## src/rtl/lr_pkg.sv

```systemverilog
// ----------------------------------------------------------------------------
// lr_pkg
// Shared constants and controller/datapath interface types for the line
// rasterizer.
// ----------------------------------------------------------------------------
package lr_pkg;

  // Width of every coordinate port
  localparam int unsigned FIELD_W = 6;

  // Default tile size: 2**COORD_BITS pixels on a side
  localparam int unsigned COORD_BITS_DEF = 6;

  // Commands from the controller to the datapath
  typedef struct packed {
    logic load_in;   // capture a new line request
    logic setup;     // derive major axis, start point and error term
    logic advance;   // step to the next pixel
  } lr_cmd_t;

  // Status from the datapath to the controller
  typedef struct packed {
    logic last;      // current pixel is the line's end point
  } lr_sts_t;

endpackage

```

## src/rtl/lr_ctrl.sv

```systemverilog
// ----------------------------------------------------------------------------
// lr_ctrl
// Sequencer for the line rasterizer: holds one pending request, runs setup,
// then walks the pixels of the line under output flow control.
// ----------------------------------------------------------------------------
module lr_ctrl (
  input  logic             clk_i,
  input  logic             rst_ni,
  input  logic             in_valid_i,
  output logic             in_stall_o,
  output logic             out_valid_o,
  input  logic             out_stall_i,
  output lr_pkg::lr_cmd_t  cmd_o,
  input  lr_pkg::lr_sts_t  sts_i
);

  typedef enum logic [1:0] {
    ST_IDLE,
    ST_SETUP,
    ST_RUN
  } state_e;

  state_e state_q, state_d;
  logic   pend_q, pend_d;
  logic   in_take, out_take, start;

  // Handshakes
  assign in_take  = in_valid_i && !pend_q;
  assign out_take = (state_q == ST_RUN) && !out_stall_i;

  assign in_stall_o  = pend_q;
  assign out_valid_o = (state_q == ST_RUN);

  // A pending request moves to setup once the previous line is done
  assign start = pend_q && ((state_q == ST_IDLE) || (out_take && sts_i.last));

  assign cmd_o.load_in = in_take;
  assign cmd_o.setup   = (state_q == ST_SETUP);
  assign cmd_o.advance = out_take && !sts_i.last;

  // Next state
  always_comb begin
    state_d = state_q;
    pend_d  = pend_q;
    unique case (state_q)
      ST_IDLE: begin
        if (start) state_d = ST_SETUP;
      end
      ST_SETUP: begin
        state_d = ST_RUN;
      end
      ST_RUN: begin
        if (out_take && sts_i.last) state_d = start ? ST_SETUP : ST_IDLE;
      end
      default: state_d = ST_IDLE;
    endcase
    if (start)        pend_d = 1'b0;
    else if (in_take) pend_d = 1'b1;
  end

  // State and pending flag
  always_ff @(posedge clk_i or negedge rst_ni) begin
    if (!rst_ni) begin
      state_q <= ST_IDLE;
      pend_q  <= 1'b0;
    end else begin
      state_q <= state_d;
      pend_q  <= pend_d;
    end
  end

endmodule

```

## src/rtl/lr_dp.sv

```systemverilog
// ----------------------------------------------------------------------------
// lr_dp
// Datapath of the line rasterizer: request registers, setup logic and the
// Bresenham stepping registers (major, minor, error term).
// ----------------------------------------------------------------------------
module lr_dp #(
  parameter int unsigned COORD_BITS = lr_pkg::COORD_BITS_DEF
) (
  input  logic                        clk_i,
  input  logic [lr_pkg::FIELD_W-1:0]  start_x_i,
  input  logic [lr_pkg::FIELD_W-1:0]  start_y_i,
  input  logic [lr_pkg::FIELD_W-1:0]  end_x_i,
  input  logic [lr_pkg::FIELD_W-1:0]  end_y_i,
  output logic [lr_pkg::FIELD_W-1:0]  pixel_x_o,
  output logic [lr_pkg::FIELD_W-1:0]  pixel_y_o,
  output logic                        last_pixel_o,
  input  lr_pkg::lr_cmd_t             cmd_i,
  output lr_pkg::lr_sts_t             sts_o
);

  localparam int unsigned CW    = COORD_BITS;
  localparam int unsigned ERR_W = COORD_BITS + 3;

  // Captured request
  logic [CW-1:0] ax_q, ay_q, bx_q, by_q;

  // Stepping state
  logic              xmaj_q;
  logic              neg_q;
  logic [CW-1:0]     maj_q, mnr_q, maj_end_q;
  logic signed [ERR_W-1:0] err_q, inc_lo_q, inc_hi_q;

  // Setup logic
  logic [CW-1:0] dx, dy, dmaj, dmin;
  logic [CW-1:0] maj_a, maj_b, mnr_a, mnr_b;
  logic [CW-1:0] maj_s, mnr_s, maj_e, mnr_e;
  logic          xmaj;
  logic signed [ERR_W-1:0] dmin2, dmaj1, dmaj2, err_init;
  logic signed [ERR_W-1:0] err_next;
  logic          last;

  always_comb begin
    dx    = (bx_q > ax_q) ? (bx_q - ax_q) : (ax_q - bx_q);
    dy    = (by_q > ay_q) ? (by_q - ay_q) : (ay_q - by_q);
    xmaj  = (dx >= dy);
    maj_a = xmaj ? ax_q : ay_q;
    maj_b = xmaj ? bx_q : by_q;
    mnr_a = xmaj ? ay_q : ax_q;
    mnr_b = xmaj ? by_q : bx_q;
    dmaj  = xmaj ? dx : dy;
    dmin  = xmaj ? dy : dx;
    // start from the smaller major coordinate, first endpoint on a tie
    if (maj_a > maj_b) begin
      maj_s = maj_b; mnr_s = mnr_b; maj_e = maj_a; mnr_e = mnr_a;
    end else begin
      maj_s = maj_a; mnr_s = mnr_a; maj_e = maj_b; mnr_e = mnr_b;
    end
    dmin2    = $signed(ERR_W'(dmin) << 1);
    dmaj1    = $signed(ERR_W'(dmaj));
    dmaj2    = $signed(ERR_W'(dmaj) << 1);
    err_init = dmin2 - dmaj1;
  end

  // Error update: one add per pixel
  assign err_next = err_q + ((err_q < 0) ? inc_lo_q : inc_hi_q);
  assign last     = (maj_q >= maj_end_q);

  // Request capture
  always_ff @(posedge clk_i) begin
    if (cmd_i.load_in) begin
      ax_q <= start_x_i[CW-1:0];
      ay_q <= start_y_i[CW-1:0];
      bx_q <= end_x_i[CW-1:0];
      by_q <= end_y_i[CW-1:0];
    end
  end

  // Setup and stepping
  always_ff @(posedge clk_i) begin
    if (cmd_i.setup) begin
      xmaj_q    <= xmaj;
      maj_q     <= maj_s;
      mnr_q     <= mnr_s;
      maj_end_q <= maj_e;
      neg_q     <= !(mnr_e > mnr_s);
      err_q     <= err_init;
      inc_lo_q  <= dmin2;
      inc_hi_q  <= dmin2 - dmaj2;
    end else if (cmd_i.advance) begin
      maj_q <= maj_q + CW'(1);
      if (err_q >= 0) begin
        mnr_q <= neg_q ? (mnr_q - CW'(1)) : (mnr_q + CW'(1));
      end
      err_q <= err_next;
    end
  end

  // Result fields
  assign pixel_x_o    = lr_pkg::FIELD_W'(xmaj_q ? maj_q : mnr_q);
  assign pixel_y_o    = lr_pkg::FIELD_W'(xmaj_q ? mnr_q : maj_q);
  assign last_pixel_o = last;
  assign sts_o.last   = last;

endmodule

```

## src/rtl/line_rasterizer_unit.sv

```systemverilog
// ----------------------------------------------------------------------------
// line_rasterizer_unit
// Integer Bresenham line rasterizer for a square tile: one request in,
// one result per pixel out.
// ----------------------------------------------------------------------------
// Each request gives two endpoints; the unit emits every pixel of the line,
// starting from the endpoint with the smaller major-axis coordinate (x is the
// major axis when |dx| >= |dy|), and flags the final pixel with last_pixel_o.
// From an idle unit the request is first accepted, then the held request is
// handed to setup, then the setup state picks the axis, start point and error
// term, then one pixel per cycle comes from the stepping registers, each held
// while out_stall_i is high.
// A second request is taken and held while the current line is still being
// drawn, so the next line goes to setup straight from the current last pixel.
// Coordinate bits above COORD_BITS are ignored.
module line_rasterizer_unit #(
  parameter int unsigned COORD_BITS = lr_pkg::COORD_BITS_DEF
) (
  input  logic                        clk_i,
  input  logic                        rst_ni,
  input  logic                        in_valid_i,
  output logic                        in_stall_o,
  input  logic [lr_pkg::FIELD_W-1:0]  start_x_i,
  input  logic [lr_pkg::FIELD_W-1:0]  start_y_i,
  input  logic [lr_pkg::FIELD_W-1:0]  end_x_i,
  input  logic [lr_pkg::FIELD_W-1:0]  end_y_i,
  output logic                        out_valid_o,
  input  logic                        out_stall_i,
  output logic [lr_pkg::FIELD_W-1:0]  pixel_x_o,
  output logic [lr_pkg::FIELD_W-1:0]  pixel_y_o,
  output logic                        last_pixel_o
);

  lr_pkg::lr_cmd_t cmd;
  lr_pkg::lr_sts_t sts;

  // Sequencer
  lr_ctrl u_ctrl (
    .clk_i       (clk_i),
    .rst_ni      (rst_ni),
    .in_valid_i  (in_valid_i),
    .in_stall_o  (in_stall_o),
    .out_valid_o (out_valid_o),
    .out_stall_i (out_stall_i),
    .cmd_o       (cmd),
    .sts_i       (sts)
  );

  // Stepping datapath
  lr_dp #(
    .COORD_BITS (COORD_BITS)
  ) u_dp (
    .clk_i        (clk_i),
    .start_x_i    (start_x_i),
    .start_y_i    (start_y_i),
    .end_x_i      (end_x_i),
    .end_y_i      (end_y_i),
    .pixel_x_o    (pixel_x_o),
    .pixel_y_o    (pixel_y_o),
    .last_pixel_o (last_pixel_o),
    .cmd_i        (cmd),
    .sts_o        (sts)
  );

endmodule

```

## config.mk

```make
export PLATFORM = sky130hd
export DESIGN_NAME = line_rasterizer_unit
export DESIGN_NICKNAME = d
export VERILOG_FILES = /design/src/rtl/lr_pkg.sv /design/src/rtl/lr_ctrl.sv /design/src/rtl/lr_dp.sv /design/src/rtl/line_rasterizer_unit.sv
export SDC_FILE = /design/constraint.sdc
export NUM_CORES = 1
export LEC_CHECK = 0
export ABC_CLOCK_PERIOD_IN_PS = 15700
export BUFFER_PORTS_ARGS = -buffer_cell sky130_fd_sc_hd__buf_2
export CAP_MARGIN = 20
export CORE_AREA = 4 4 125 127
export DETAILED_ROUTE_END_ITERATION = 8
export DIE_AREA = 0 0 129 131
export PLACE_DENSITY = 0.61
export SLEW_MARGIN = 20
export SYNTH_ARGS = -nofsm -noshare
export SYNTH_HDL_FRONTEND = slang
export SYNTH_SLANG_ARGS = --single-unit
```

## constraint.sdc

```tcl
create_clock -name clk_i -period 15.7 [get_ports clk_i]
set_input_delay 0.785 -clock clk_i [delete_from_list [all_inputs] [get_ports clk_i]]
set_output_delay 0.785 -clock clk_i [all_outputs]
set_load 0.01 [all_outputs]
```

## Yosys cells after proc, flatten, opt, wreduce, memory -nomap -nowiden

Cells that the tools add are included.

| word-level totals | value |
|---|---|
| output and inout bits | 15 |
| memories | 0 |
| bits in registers | 71 |
| memory bits (read-only) | 0 |
| input port bits | 28 |
| word-level logic and storage cells | 81 |
| RAM bits | 0 |
| bits in latches | 0 |

| cells by class | value |
|---|---|
| reductions and logical operators | 16 |
| multiply operators | 0 |
| mux-type cells | 29 |
| bitwise gates (word level) | 0 |
| shift-type cells | 0 |
| divide/modulo/power cells | 0 |
| add/subtract/negate cells | 10 |
| eq/ne operators | 4 |
| $lt $le $gt $ge | 8 |

Operators by type and width:

| cell | count |
|---|---|
| 6-bit two-way mux | 20 |
| 9-bit two-way mux | 3 |
| 6-bit > comparator | 4 |
| 6-bit subtractor | 4 |
| 6-bit by 1-bit adder with 6-bit output (second input constant) | 2 |
| 6-bit greater-or-equal comparator | 2 |
| 9-bit adder | 1 |
| 9-bit by 1-bit greater-or-equal comparator with 1-bit output (second input constant) | 1 |
| 9-bit by 1-bit less-than comparator with 1-bit output (second input constant) | 1 |
| 7-bit by 6-bit subtractor with 8-bit output | 1 |
| 7-bit by 7-bit subtractor with 8-bit output | 1 |
| 2-bit case mux with 3 select lines | 1 |
| 2-bit nonzero test | 3 |
| 6-bit by 1-bit subtractor with 6-bit output (second input constant) | 1 |
| 1-bit logical AND | 5 |
| 1-bit logical NOT | 4 |
| 2-bit two-way mux | 2 |
| 2-bit by 1-bit inequality test with 1-bit output (second input constant) | 2 |
| 2-bit AND reduction | 2 |
| 1-bit two-way mux | 3 |
| 2-bit by 1-bit == test with 1-bit output (second input constant) | 1 |
| 2-bit == test (second input constant) | 1 |
| 2-bit logical NOT | 1 |
| 1-bit logical OR | 1 |

## Depth between registers and ports, before layout

Gate-level depths: netlist of the first run.

| logic depth | value |
|---|---|
| word-level depth | 8 |
| depth in mapped cells | 39 |
| gate-level depth less buffers | 34 |

## Modules after synthesis

Synthesis of the first run repeated with hierarchy kept, for this count alone.

| second synthesis, totals | value |
|---|---|
| cell total of the unflattened synthesis | 590 |
| area, all modules | 5720.5 µm² |

By module, submodules not included:

| module | area an instance (µm²) | cells an instance | instances | seq. area each (µm²) |
|---|---|---|---|---|
| lr_dp | 5556.6 | 575 | 1 | 1951.9 |
| lr_ctrl | 163.9 | 15 | 1 | 75.1 |

## Worst setup path before layout of the first run

OpenSTA, ideal clock, no wires.

| timing | value |
|---|---|
| path kind | flip-flop to flip-flop |
| from | register u_dp.by_q[0] |
| to | register u_dp.neg_q, data pin |
| buffers on the path | 5 |
| clock period less this slack | 6.877 ns |
| library setup time | 0.152 ns |
| path slack | 8.823 ns |
| data arrival time | 6.725 ns |
| data required time | 15.548 ns |
| stages on the path, launching flop included | 37 |
| cell sequence | edfxtp_1 inv_1 ha_1 inv_1 fa_1 a211oi_2 o21ai_1 and2_4 buf_6 mux2i_1 mux2_2 a311o_1 ha_1 nor2_1 or2_1 buf_2 inv_2 clkbuf_1 a21oi_1 ha_1 nor2b_1 o21a_1 o21a_1 o21a_1 o21a_1 o22ai_1 buf_2 buf_2 mux2i_1 ha_1 nor2b_1 o21a_1 o21ai_0 nand2b_1 a21oi_1 nor2b_1 o22ai_1 |

| between the ends | value |
|---|---|
| cells in the longest elaborated chain, start to end | 8 |
| elaborated cells on any way between the ends | 14 |
| those cells by class | add/sub: 2; order compare: 4; mux: 7; reduce/logical: 1 |

RTL lines:

| item | line | source |
|---|---|---|
| start, declared | lr_dp.sv:25 | `logic [CW-1:0] ax_q, ay_q, bx_q, by_q;` |
| start signal, assigned | lr_dp.sv:74 | `by_q <= end_y_i[CW-1:0];` |
| 6-bit subtractor or 6-bit > comparator (tied branches) | lr_dp.sv:44 | `dy = (by_q > ay_q) ? (by_q - ay_q) : (ay_q - by_q);` |
| 6-bit two-way mux | lr_dp.sv:44 |  |
| 6-bit greater-or-equal comparator | lr_dp.sv:45 | `xmaj = (dx >= dy);` |
| 6-bit two-way mux (on tied branches) | lr_dp.sv:46, lr_dp.sv:47 |  |
| 6-bit > comparator | lr_dp.sv:53 | `if (maj_a > maj_b) begin` |
| 6-bit two-way mux | lr_dp.sv:53 |  |
| 6-bit > comparator (*) | lr_dp.sv:85 | `neg_q <= !(mnr_e > mnr_s);` |
| 1-bit logical NOT (*) | lr_dp.sv:85 |  |
| end signal, assigned | lr_dp.sv:85 |  |
| end, declared | lr_dp.sv:29 | `logic neg_q;` |

Mark *: on every way between the ends. The rest lies on a longest branch, timed or not.
A chain may end at the register's enable or synchronous reset.

## Worst setup path in the final report of the first run

| timing | value |
|---|---|
| from | register u_dp.bx_q[0] |
| to | register u_dp.neg_q, data pin |

| between the ends | value |
|---|---|
| cells in the longest elaborated chain, start to end | 8 |
| elaborated cells on any way between the ends | 14 |
| those cells by class | add/sub: 2; order compare: 4; mux: 7; reduce/logical: 1 |

RTL lines:

| item | line | source |
|---|---|---|
| start, declared | lr_dp.sv:25 |  |
| start signal, assigned | lr_dp.sv:73 | `bx_q <= end_x_i[CW-1:0];` |
| 6-bit subtractor or 6-bit > comparator (tied branches) | lr_dp.sv:43 | `dx = (bx_q > ax_q) ? (bx_q - ax_q) : (ax_q - bx_q);` |
| 6-bit two-way mux | lr_dp.sv:43 |  |
| 6-bit greater-or-equal comparator | lr_dp.sv:45 |  |
| 6-bit two-way mux (on tied branches) | lr_dp.sv:46, lr_dp.sv:47 |  |
| 6-bit > comparator | lr_dp.sv:53 |  |
| 6-bit two-way mux | lr_dp.sv:53 |  |
| 6-bit > comparator (*) | lr_dp.sv:85 |  |
| 1-bit logical NOT (*) | lr_dp.sv:85 |  |

Marked as above.

==> summary.md, run 1 <==
| Metric | Value |
|---|---|
| Outcome | finished, final reports clean |
| Synth Cell Area | 0.00568 mm2 |
| Placed Cells | 789 |
| Fill cells | 1379 |
| Clk slew on worst S/H paths | 0.06 ns |
| Post-DRT Antenna Nets | 0 |
| Max Slew Vio Count | 0 |
| Async S/R FF share, synth | 4.41% |
| Vias in the first global route | 4218 |
| Postcts setup bufs | 0 |
| Sink Count | 68 |
| Dpl ws | 7.45 ns |
| Synthesized flop and latch total | 68 |
| Worst skew pair latency | 0.34 ns |
| Area leader, netlist | edfxtp_1 |
| Min cycle time layout | 8.31 ns |
| First-pass GRT wire length | 21.3 mm |
| Hold Path Class | input pin to async pin |
| CP Class | flip-flop to flip-flop |
| Initial antenna violation count | 0 |
| Crit-path max cell delay | 0.75 ns |
| Maxcap violations | 0 |
| Final cell count without fillers | 805 |
| Area of the die | 0.0169 mm2 |
| Unique masters post-synth | 61 |
| GRT Resource Usage Total | 16.0% |
| Post-DR wirelength/cell | 15.9 um |
| Number of synthesized flops with an enable pin | 65 |
| Num ports | 43 |
| CTS tree | built |
| Top cells by count, synth | edfxtp_1, ha_1, inv_1, a21oi_1, nor2_1 |
| Initial Util | 39.4% |
| Largest net degree at the start of global routing | 60 |
| Routed wl met2 | 5.88 mm |
| WP data arrival | 8.50 ns |
| Vias | 4210 |
| XOR/XNOR Fraction of Synth Area | 4.16% |
| Core ar. | 0.0144 mm2 |
| Setup-failing EPs final | 0 |
| Diode count | 0 |
| Clock Tree Buf Depth | 2 |
| Routed wire length | 12.8 mm |
| Post-CTS Resized | 0 |
| Critical Path End Type | flip-flop |
| Slew headroom | 37.8% |
| Dpl hpwl | 10.1 mm |
| 1st-pass router iterations | 4 |
| Synth Flop Type | edfxtp_1 |
| Final net count | 715 |
| Met1 Routed Length | 6.15 mm |
| Post-synthesis simple-gate area fraction | 11.0% |
| Unrepaired setup endpoints after global routing | no |
| Synth warn | 0 |
| DIE HEIGHT | 131 um |
| Synth Area in Adders | 16.6% |
| H-tree lvl count | 3 |
| Syn Inst Count | 582 |
| Syn_area_per_cell | 9.76 um2 |
| Largest family of logic cells by synthesized area | adder cells |
| Most used cell, CP | o21a_1 |
| Critical Path Fanout Max | 59 |
| Slowest CP cell | or2_1 |
| Share of post-route cells with drive strength above 1 | 15.6% |
| DR top layer | met4 |
| Area Growth Syn to Fin | 12.6% |
| Final TNS setup | 0 ns |
| Fmax achieved | 120 MHz |
| Crit start category | flip-flop |
| # hold bufs at CTS | 0 |
| Routed length on met3 | 446 um |
| Count leader, synth | edfxtp_1 |
| Worst EP required | 15.89 ns |
| Row count | 44 |
| CTS root buffer | clkbuf_16 |
| Crit share post-route | 52.9% |
| Port bufs | 42 |
| Synth top area share | 34.4% |
| Die W | 129 um |
| Util after Layout | 44.3% |
| Post-route DRC | 0 |
| Total area of multi-input combinational cells | 0.00331 mm2 |
| Sequential cell area | 0.00203 mm2 |
| Register area share after synthesis | 35.7% |
| Inserted Clock Buffers | 9 |
| Worst-Margin Slew | 0.931 ns |
| GR Overflow Total | 0 |
| GP Congestion | 0.937 |
| Synth area leaders | edfxtp_1, ha_1, mux2i_1 |
| Complex-gate fraction of the synthesized area | 15.5% |
| Drt via density | 5.23 |
| Mux cell area share after synthesis | 10.8% |
| Hold Violations, Final | 0 |
| DR iter-0 viols | 195 |
| Post-Syn Nets | 681 |
| Clk_skew | 0.00715 ns |
| Post-route setup slack | 7.39 ns |
==> per-stage QoR <==
| step | hold WS, ns | instance area [um2] |
|---|---|---|
| after floorplan | 0.436 | 5680 |
| after global placement | 0.457 | 6040 |
| after detailed placement | 0.474 | 6040 |
| after CTS | 0.226 | 6390 |
| after global routing | 0.219 | 6390 |
| final | 0.227 | 6390 |
==> registers in the layout, indices dropped and copies added (netlist names) <==
register	cells
u_dp.inc_hi_q	7
u_dp.maj_q	6
u_dp.by_q	6
u_ctrl.state_q	2
u_dp.ax_q	6
u_dp.err_q	8
u_dp.ay_q	6
u_dp.maj_end_q	6
u_dp.neg_q	1
u_ctrl.in_stall_o	1
u_dp.inc_lo_q	6
u_dp.mnr_q	6
u_dp.xmaj_q	1
u_dp.bx_q	6
==> worst max-delay path, delay by kind of cell (launching register included) <==
family / cells / cell delay, ns
AOI/OAI and AO/OA: 13 / 2.52
xor gates and xnor gates: 1 / 0.21
adders and majority gates: 5 / 1.49
buffers and inverters: 5 / 1.26
DFF: 1 / 0.41
muxes: 2 / 0.79
and+or+nand+nor: 6 / 1.45
==> kinds of logic (layout without fill, tap and decap cells) <==
group / count (synthesis) / after routing
xor+xnor: 27 / 27
flops: 68 / 68
buf+inv: 87 / 126
simple gates: 132 / 132
mux: 58 / 58
fa+ha+maj: 71 / 71
compound gates: 139 / 139
==> layout make-up <==
class	count	share of cell area (%)
Clock inverter	7	1.92
Multi-Input combinational cell	427	51.8
Inverter	65	3.82
Clock buffer	9	3.52
Tap cell	184	3.60
Timing Repair Buffer	45	3.64
Sequential cell	68	31.7
==> layout by cell type, fill, tap and decap left out, types with 3 or more instances in the layout <==
master	count
buf_4	3
fa_1	7
mux2_2	20
o22ai_1	3
clkbuf_16	9
a211oi_1	3
bufinv_16	3
o21ai_0	24
o21a_1	6
xnor2_1	18
dfrtp_1	3
o21bai_1	4
o21ai_1	3
a21o_1	15
nand2b_1	12
edfxtp_1	65
nand3_1	7
nand2_1	33
nor2b_1	10
mux2i_1	35
inv_1	62
a21oi_1	53
nand4_1	4
buf_2	42
nor3_1	3
o211ai_1	3
a31oi_1	3
xor2_1	9
ha_1	64
nor2_1	49
==> final timing paths <==
kind                                    from                 to  slack [ns]  depth (start not counted)
setup / recovery                u_dp.bx_q[0]         u_dp.neg_q        7.39                         32
min in group clk_i         u_ctrl.state_q[1]  u_ctrl.state_q[0]        0.48                          1
hold / removal                        rst_ni  u_ctrl.state_q[1]        0.23                          1
setup reg to reg                u_dp.bx_q[0]         u_dp.neg_q        7.39                         32
hold reg to reg            u_ctrl.state_q[1]  u_ctrl.state_q[0]        0.48                          1
max in group asynchronous             rst_ni  u_ctrl.in_stall_o       15.36                          1
==> layer usage <==
layer  up-vias  GRT usage, %
met1      1971          21.9
li1       2131             -
met2        89          25.6
met3        19          2.60
met5         -             0
met4         0          6.18
Power of run 1 is left out: the tool's default activity adds up to more than one toggle a clock period on the data nets, which glitch-free logic cannot reach.
==> inputs of run 2 (changes only) <==
--- a/config.mk
+++ b/config.mk
@@ -5,7 +5,7 @@
 export SDC_FILE = /design/constraint.sdc
 export NUM_CORES = 1
 export LEC_CHECK = 0
-export ABC_CLOCK_PERIOD_IN_PS = 15700
+export ABC_CLOCK_PERIOD_IN_PS = 8300
 export BUFFER_PORTS_ARGS = -buffer_cell sky130_fd_sc_hd__buf_2
 export CAP_MARGIN = 20
 export CORE_AREA = 4 4 125 127
==> constraint.sdc (replaced) <==
create_clock -name clk_i -period 8.3 [get_ports clk_i]
set_input_delay 0.415 -clock clk_i [delete_from_list [all_inputs] [get_ports clk_i]]
set_output_delay 0.415 -clock clk_i [all_outputs]
set_load 0.01 [all_outputs]
==> run 2 against run 1 <==
Against the previous run:
- fmax up 10%
- sequential share of layout area shrank 0.12 points
- utilization increased by 0.17 points
- first-iteration DRC count grew 13%
- die area is the same
- non-clock buffer count is 4 higher
- cell area up 0.39%
- critical path depth is 1 higher
- global-route usage rose by 0.11 points
- critical path type unchanged
- critical endpoint unchanged
==> summary.md, run 2 (same netlist as run 1, synthesis figures left out) <==
| Metric | Value |
|---|---|
| Largest register FFs | 8 (unchanged) |
| Setup crit start | u_dp.bx_q[0] |
| Worst-Margin Slew | 0.874 ns (-0.0576 ns) |
| Hold Crit Start | start_y_i[5] |
| GR Overflow Total | 0 (unchanged) |
| Min cycle time layout | 7.55 ns (-0.758 ns) |
| Worst skew pair latency | 0.33 ns (about the same) |
| DR iter-0 viols | 221 (+13%) |
| Initial antenna violation count | 0 (unchanged) |
| Area of the die | 0.0169 mm2 (unchanged) |
| Diode count | 0 (unchanged) |
| Fill cells | 1392 (+0.94%) |
| Num ports | 43 (unchanged) |
| DIE HEIGHT | 131 um (unchanged) |
| Inserted Clock Buffers | 9 (unchanged) |
| Crit Reg-Reg Startpoint | u_dp.bx_q[0] |
| Post-DR wirelength/cell | 16.1 um (+1.2%) |
| H-tree lvl count | 3 (unchanged) |
| Die W | 129 um (unchanged) |
| Hold Violations, Final | 0 (unchanged) |
| First-pass GRT wire length | 21.4 mm (+0.46%) |
| CTS root buffer | clkbuf_16 |
| Outcome | finished, final reports clean |
| Clk slew on worst S/H paths | 0.05 ns (about the same) |
| Crit share post-route | 91.0% (+38 points) |
| Routed wire length | 13.0 mm (+1.7%) |
| Crit start category | flip-flop |
| Final net count | 719 (+0.56%) |
| Clock Tree Buf Depth | 2 (unchanged) |
| Critical Path End Type | flip-flop |
| GP Congestion | 0.928 (-0.94%) |
| Slew headroom | 41.1% (+3.3 points) |
| 1st-pass router iterations | 5 (+1) |
| Post-DRT Antenna Nets | 0 (unchanged) |
| Post-route DRC | 0 (unchanged) |
| CTS tree | built |
| Maxcap violations | 0 (unchanged) |
| DP Area | 0.00606 mm2 (+0.37%) |
| Critical Path Fanout Max | 39 (-34%) |
| Fmax achieved | 132 MHz (+10%) |
| Hold Path Class | input pin to flip-flop |
| Vias in the first global route | 4210 (-0.19%) |
| Initial Util | 39.4% (unchanged) |
| Clk_skew | 0.00324 ns (-0.00391 ns) |
| Crit-path max cell delay | 0.51 ns (-0.24 ns) |
| Dpl hpwl | 10.5 mm (+4.2%) |
| Row count | 44 (unchanged) |
| Area Growth Syn to Fin | 13.0% |
| CP Class | flip-flop to flip-flop |
| Share of post-route cells with drive strength above 1 | 15.7% (+0.060 points) |
| Commonest non-fill, non-tap cell in the layout | edfxtp_1 |
| Sink Count | 68 (unchanged) |
| Setup-failing EPs final | 0 (unchanged) |
| Most used cell, CP | o21a_1 |
| Drt via density | 5.20 (-0.49%) |
| Vias | 4210 (unchanged) |
| Unrepaired setup endpoints after global routing | no |
| Slowest CP cell | o22ai_2 |
| WP buf/inv | 5 (unchanged) |
| GRT Resource Usage Total | 16.1% (+0.11 points) |
| WP data arrival | 7.73 ns (-0.77 ns) |
| Largest net degree at the start of global routing | 40 (-33%) |
| Delay-heaviest family, CP | compound AO/OA/AOI/OAI gates |
| Worst EP required | 8.48 ns (-7.41 ns) |
| Commonest non-fill, non-tap cells in the layout | edfxtp_1, ha_1, inv_1, a21oi_1, nor2_1 |
| Port bufs | 42 (unchanged) |
| R2R Setup Slk | 0.75 ns (-6.64 ns) |
| Design area | 0.00642 mm2 (+0.39%) |
| Core ar. | 0.0144 mm2 (unchanged) |
| Regs by FF count | u_dp.err_q (8), u_dp.inc_hi_q (7) |
| Largest Register | u_dp.err_q |
| Max Slew Vio Count | 0 (unchanged) |
| Final TNS setup | 0 ns (unchanged) |
run 2: cell types whose count changed in the layout (fill, tap and decap cells not counted):
cell,before,now
clkinv_1,1,3
buf_4,3,6
clkinv_4,1,2
inv_6,1,0
dlygate4sd3_1,0,1
clkinvlp_4,2,0
run 2: final cells by class:
type                    instances  area [um2]  share of cell area [%]
clock buffers                   9         225                    3.51
clock inverters                 7         115                    1.79
inverters                      65         244                    3.80
multi-input cells             427        3310                    51.6
flip-flops and latches         68        2030                    31.6
well taps                     184         230                    3.59
repair buffers                 49         265                    4.13
run 2: repair_timing:
item	4_1_cts	5_1_grt
hold buffers	1	0
gates resized for setup	0	0
setup buffers	0	0
endpoints found under the hold margin	3	0
run 2: layer usage:
metal / vias to the layer above / wire [um] / track usage, %
li1: 2150 / - / -
met1: 1937 / 6150 / 22.2
met2: 99 / 6060 / 25.7
met3: 24 / 513 / 2.72
met4: 0 / 317 / 5.81
met5: - / 0 / 0
run 2: path summary, 6_finish.rpt:
check                               endpoint  depth (start not counted)
hold / removal                  u_dp.ay_q[5]                          1
max in group asynchronous  u_ctrl.state_q[1]                          2
hold reg to reg            u_ctrl.state_q[0]                          1
setup / recovery                  u_dp.neg_q                         33
min in group asynchronous  u_ctrl.state_q[0]                          2
setup reg to reg                  u_dp.neg_q                         33
run 2: through the flow:
stage	utilization (%)	setup slack [ns]	cells	hold slack, ns
after floorplan	-	1.42	582	0.119
after CTS	44.5	0.773	809	0.240
after global routing	44.5	0.136	809	0.240
after global placement	42.0	1.04	792	0.210
after detailed placement	42.0	0.812	792	0.212
final	44.5	0.745	809	0.255
Power of run 2 is left out for the same reason.
==> inputs of run 3 (changes only) <==
--- a/config.mk
+++ b/config.mk
@@ -8,10 +8,10 @@
 export ABC_CLOCK_PERIOD_IN_PS = 8300
 export BUFFER_PORTS_ARGS = -buffer_cell sky130_fd_sc_hd__buf_2
 export CAP_MARGIN = 20
-export CORE_AREA = 4 4 125 127
+export CORE_AREA = 4 4 101 103
 export DETAILED_ROUTE_END_ITERATION = 8
-export DIE_AREA = 0 0 129 131
-export PLACE_DENSITY = 0.61
+export DIE_AREA = 0 0 105 107
+export PLACE_DENSITY = 0.86
 export SLEW_MARGIN = 20
 export SYNTH_ARGS = -nofsm -noshare
 export SYNTH_HDL_FRONTEND = slang
==> run 3 against run 2 <==
Against the previous run:
- fmax is 0.27% lower
- highest routed layer unchanged
- hold slack worse by 0.023 ns
- cell count decreased by 9.1%
- via count up 4.9%
- routed wire length shrank 3.1%
- cell area down 3.5%
- non-clock buffer count fell by 1
- sequential cell count unchanged
==> summary.md, run 3 (same netlist as run 1, synthesis figures left out) <==
| Metric | Value |
|---|---|
| Drt via density | 6.01 (+15%) |
| GRT Resource Usage Total | 23.3% (+7.2 points) |
| Inserted Clock Buffers | 9 (unchanged) |
| Largest net degree at the start of global routing | 34 (-15%) |
| Area Growth Syn to Fin | 9.12% |
| Sink Count | 68 (unchanged) |
| WP data arrival | 7.78 ns (+0.05 ns) |
| Num ports | 43 (unchanged) |
| Largest Register | u_dp.err_q |
| Port bufs | 42 (unchanged) |
| Post-DR wirelength/cell | 17.2 um (+6.7%) |
| Crit share post-route | 91.3% (+0.25 points) |
| Most used cell, CP | o21a_1 |
| GR Overflow Total | 0 (unchanged) |
| Setup crit start | u_dp.bx_q[0] |
| Vias | 4417 (+4.9%) |
| Clk slew on worst S/H paths | 0.07 ns (+0.02 ns) |
| Largest register FFs | 8 (unchanged) |
| Initial antenna violation count | 0 (unchanged) |
| DIE HEIGHT | 107 um (-18%) |
| Slowest CP cell | xnor2_1 |
| Post-route DRC | 0 (unchanged) |
| CP Class | flip-flop to flip-flop |
| Delay-heaviest family, CP | compound AO/OA/AOI/OAI gates |
| Fmax achieved | 132 MHz (-0.27%) |
| First-pass GRT wire length | 21.0 mm (-1.7%) |
| Dpl hpwl | 9.93 mm (-5.7%) |
| Worst EP required | 8.50 ns (+0.02 ns) |
| Met3 GRT Util | 3.67% (+0.95 points) |
| WP buf/inv | 6 (+1) |
| Critical Path Fanout Max | 33 (-15%) |
| Routed wire length | 12.6 mm (-3.1%) |
| Clk_skew | 0.00868 ns (+0.00545 ns) |
| Final net count | 718 (-0.14%) |
| H-tree lvl count | 3 (unchanged) |
| Min cycle time layout | 7.58 ns (+0.0206 ns) |
| Crit Reg-Reg Startpoint | u_dp.bx_q[0] |
| Final TNS setup | 0 ns (unchanged) |
| Crit start category | flip-flop |
| GP Congestion | 0.899 (-3.1%) |
| Worst-Margin Slew | 0.910 ns (+0.0364 ns) |
| Critical Path End Type | flip-flop |
| Hold Crit Start | end_x_i[5] |
| Share of post-route cells with drive strength above 1 | 15.5% (-0.14 points) |
| Setup-failing EPs final | 0 (unchanged) |
| Vias in the first global route | 4448 (+5.7%) |
| Clock Tree Buf Depth | 2 (unchanged) |
| Post-CTS Resized | 0 (unchanged) |
| Core ar. | 0.00920 mm2 (-36%) |
| Hold Violations, Final | 0 (unchanged) |
| Commonest non-fill, non-tap cells in the layout | edfxtp_1, ha_1, inv_1, a21oi_1, nor2_1 |
| Worst skew pair latency | 0.36 ns (+0.03 ns) |
| Hold Path Class | input pin to flip-flop |
| Outcome | finished, final reports clean |
| Commonest non-fill, non-tap cell in the layout | edfxtp_1 |
| Diode count | 0 (unchanged) |
| CTS root buffer | clkbuf_8 |
| Area of the die | 0.0112 mm2 (-34%) |
| Crit-path max cell delay | 0.45 ns (-0.06 ns) |
| Die W | 105 um (-19%) |
| Post-DRT Antenna Nets | 0 (unchanged) |
| Max Slew Vio Count | 0 (unchanged) |
| Regs by FF count | u_dp.err_q (8), u_dp.inc_hi_q (7) |
| Unrepaired setup endpoints after global routing | no |
| Maxcap violations | 0 (unchanged) |
| DR iter-0 viols | 239 (+8.1%) |
| Postcts setup bufs | 0 (unchanged) |
| CTS tree | built |
| Row count | 35 (-20%) |
| GR Util met1 | 28.5% (+6.3 points) |
| 1st-pass router iterations | 6 (+1) |
| Met2 GRT Util | 41.4% (+16 points) |
| Initial Util | 61.7% (+22 points) |
| GRT Max-Usage Layer | met2 |
| Slew headroom | 38.7% (-2.5 points) |
==> run 3: worst paths after layout <==
kind	end	slack [ns]	depth (start not counted)
max in group asynchronous	u_ctrl.state_q[0]	7.80	2
min in group asynchronous	u_ctrl.in_stall_o	0.40	2
min reg2reg	u_ctrl.state_q[0]	0.48	1
min	u_dp.bx_q[5]	0.23	1
max reg2reg	u_dp.neg_q	0.72	35
max	u_dp.neg_q	0.72	35
==> run 3: metrics by stage <==
stage / std cells / util [%] / area [um2] / hold slack, ns / setup WS (ns)
after floorplan: 582 / - / 5680 / 0.119 / 1.42
after global placement: 718 / 64.8 / 5960 / 0.210 / 1.30
after detailed placement: 718 / 64.8 / 5960 / 0.213 / 0.925
after CTS: 735 / 67.3 / 6190 / 0.232 / 0.825
after global routing: 735 / 67.4 / 6200 / 0.229 / 0.198
final: 735 / 67.4 / 6200 / 0.231 / 0.725
==> run 3: area by class of cell <==
cell class	instances	area [um2]
Timing Repair Buffer	48	258
Tap cell	111	139
Clock inverter	4	72.6
Inverter	65	244
Sequential cell	68	2030
Multi-Input combinational cell	427	3310
Fill cell	716	3000
Clock buffer	12	145
==> run 3: worst reg2reg max path, delay by kind of cell (launching register included) <==
kind	cells	cell delay, ns
compound gates	15	2.47
fa+ha+maj	5	1.49
buf+inv	6	1.38
simple gates	6	0.87
xor+xnor	1	0.45
flops	1	0.42
mux	2	0.36
==> run 3: timing repair <==
action                     4_1_cts  5_1_grt
hold endpoints to repair         3        0
hold buffers                     1        0
setup endpoints to repair        0        0
==> run 3: layer usage <==
metal | wire, um | vias to the layer above
met4 | 330 | 0
met5 | 0 | -
met3 | 646 | 28
li1 | - | 2142
met1 | 5430 | 2103
met2 | 6230 | 144
Power of run 3 is left out for the same reason.
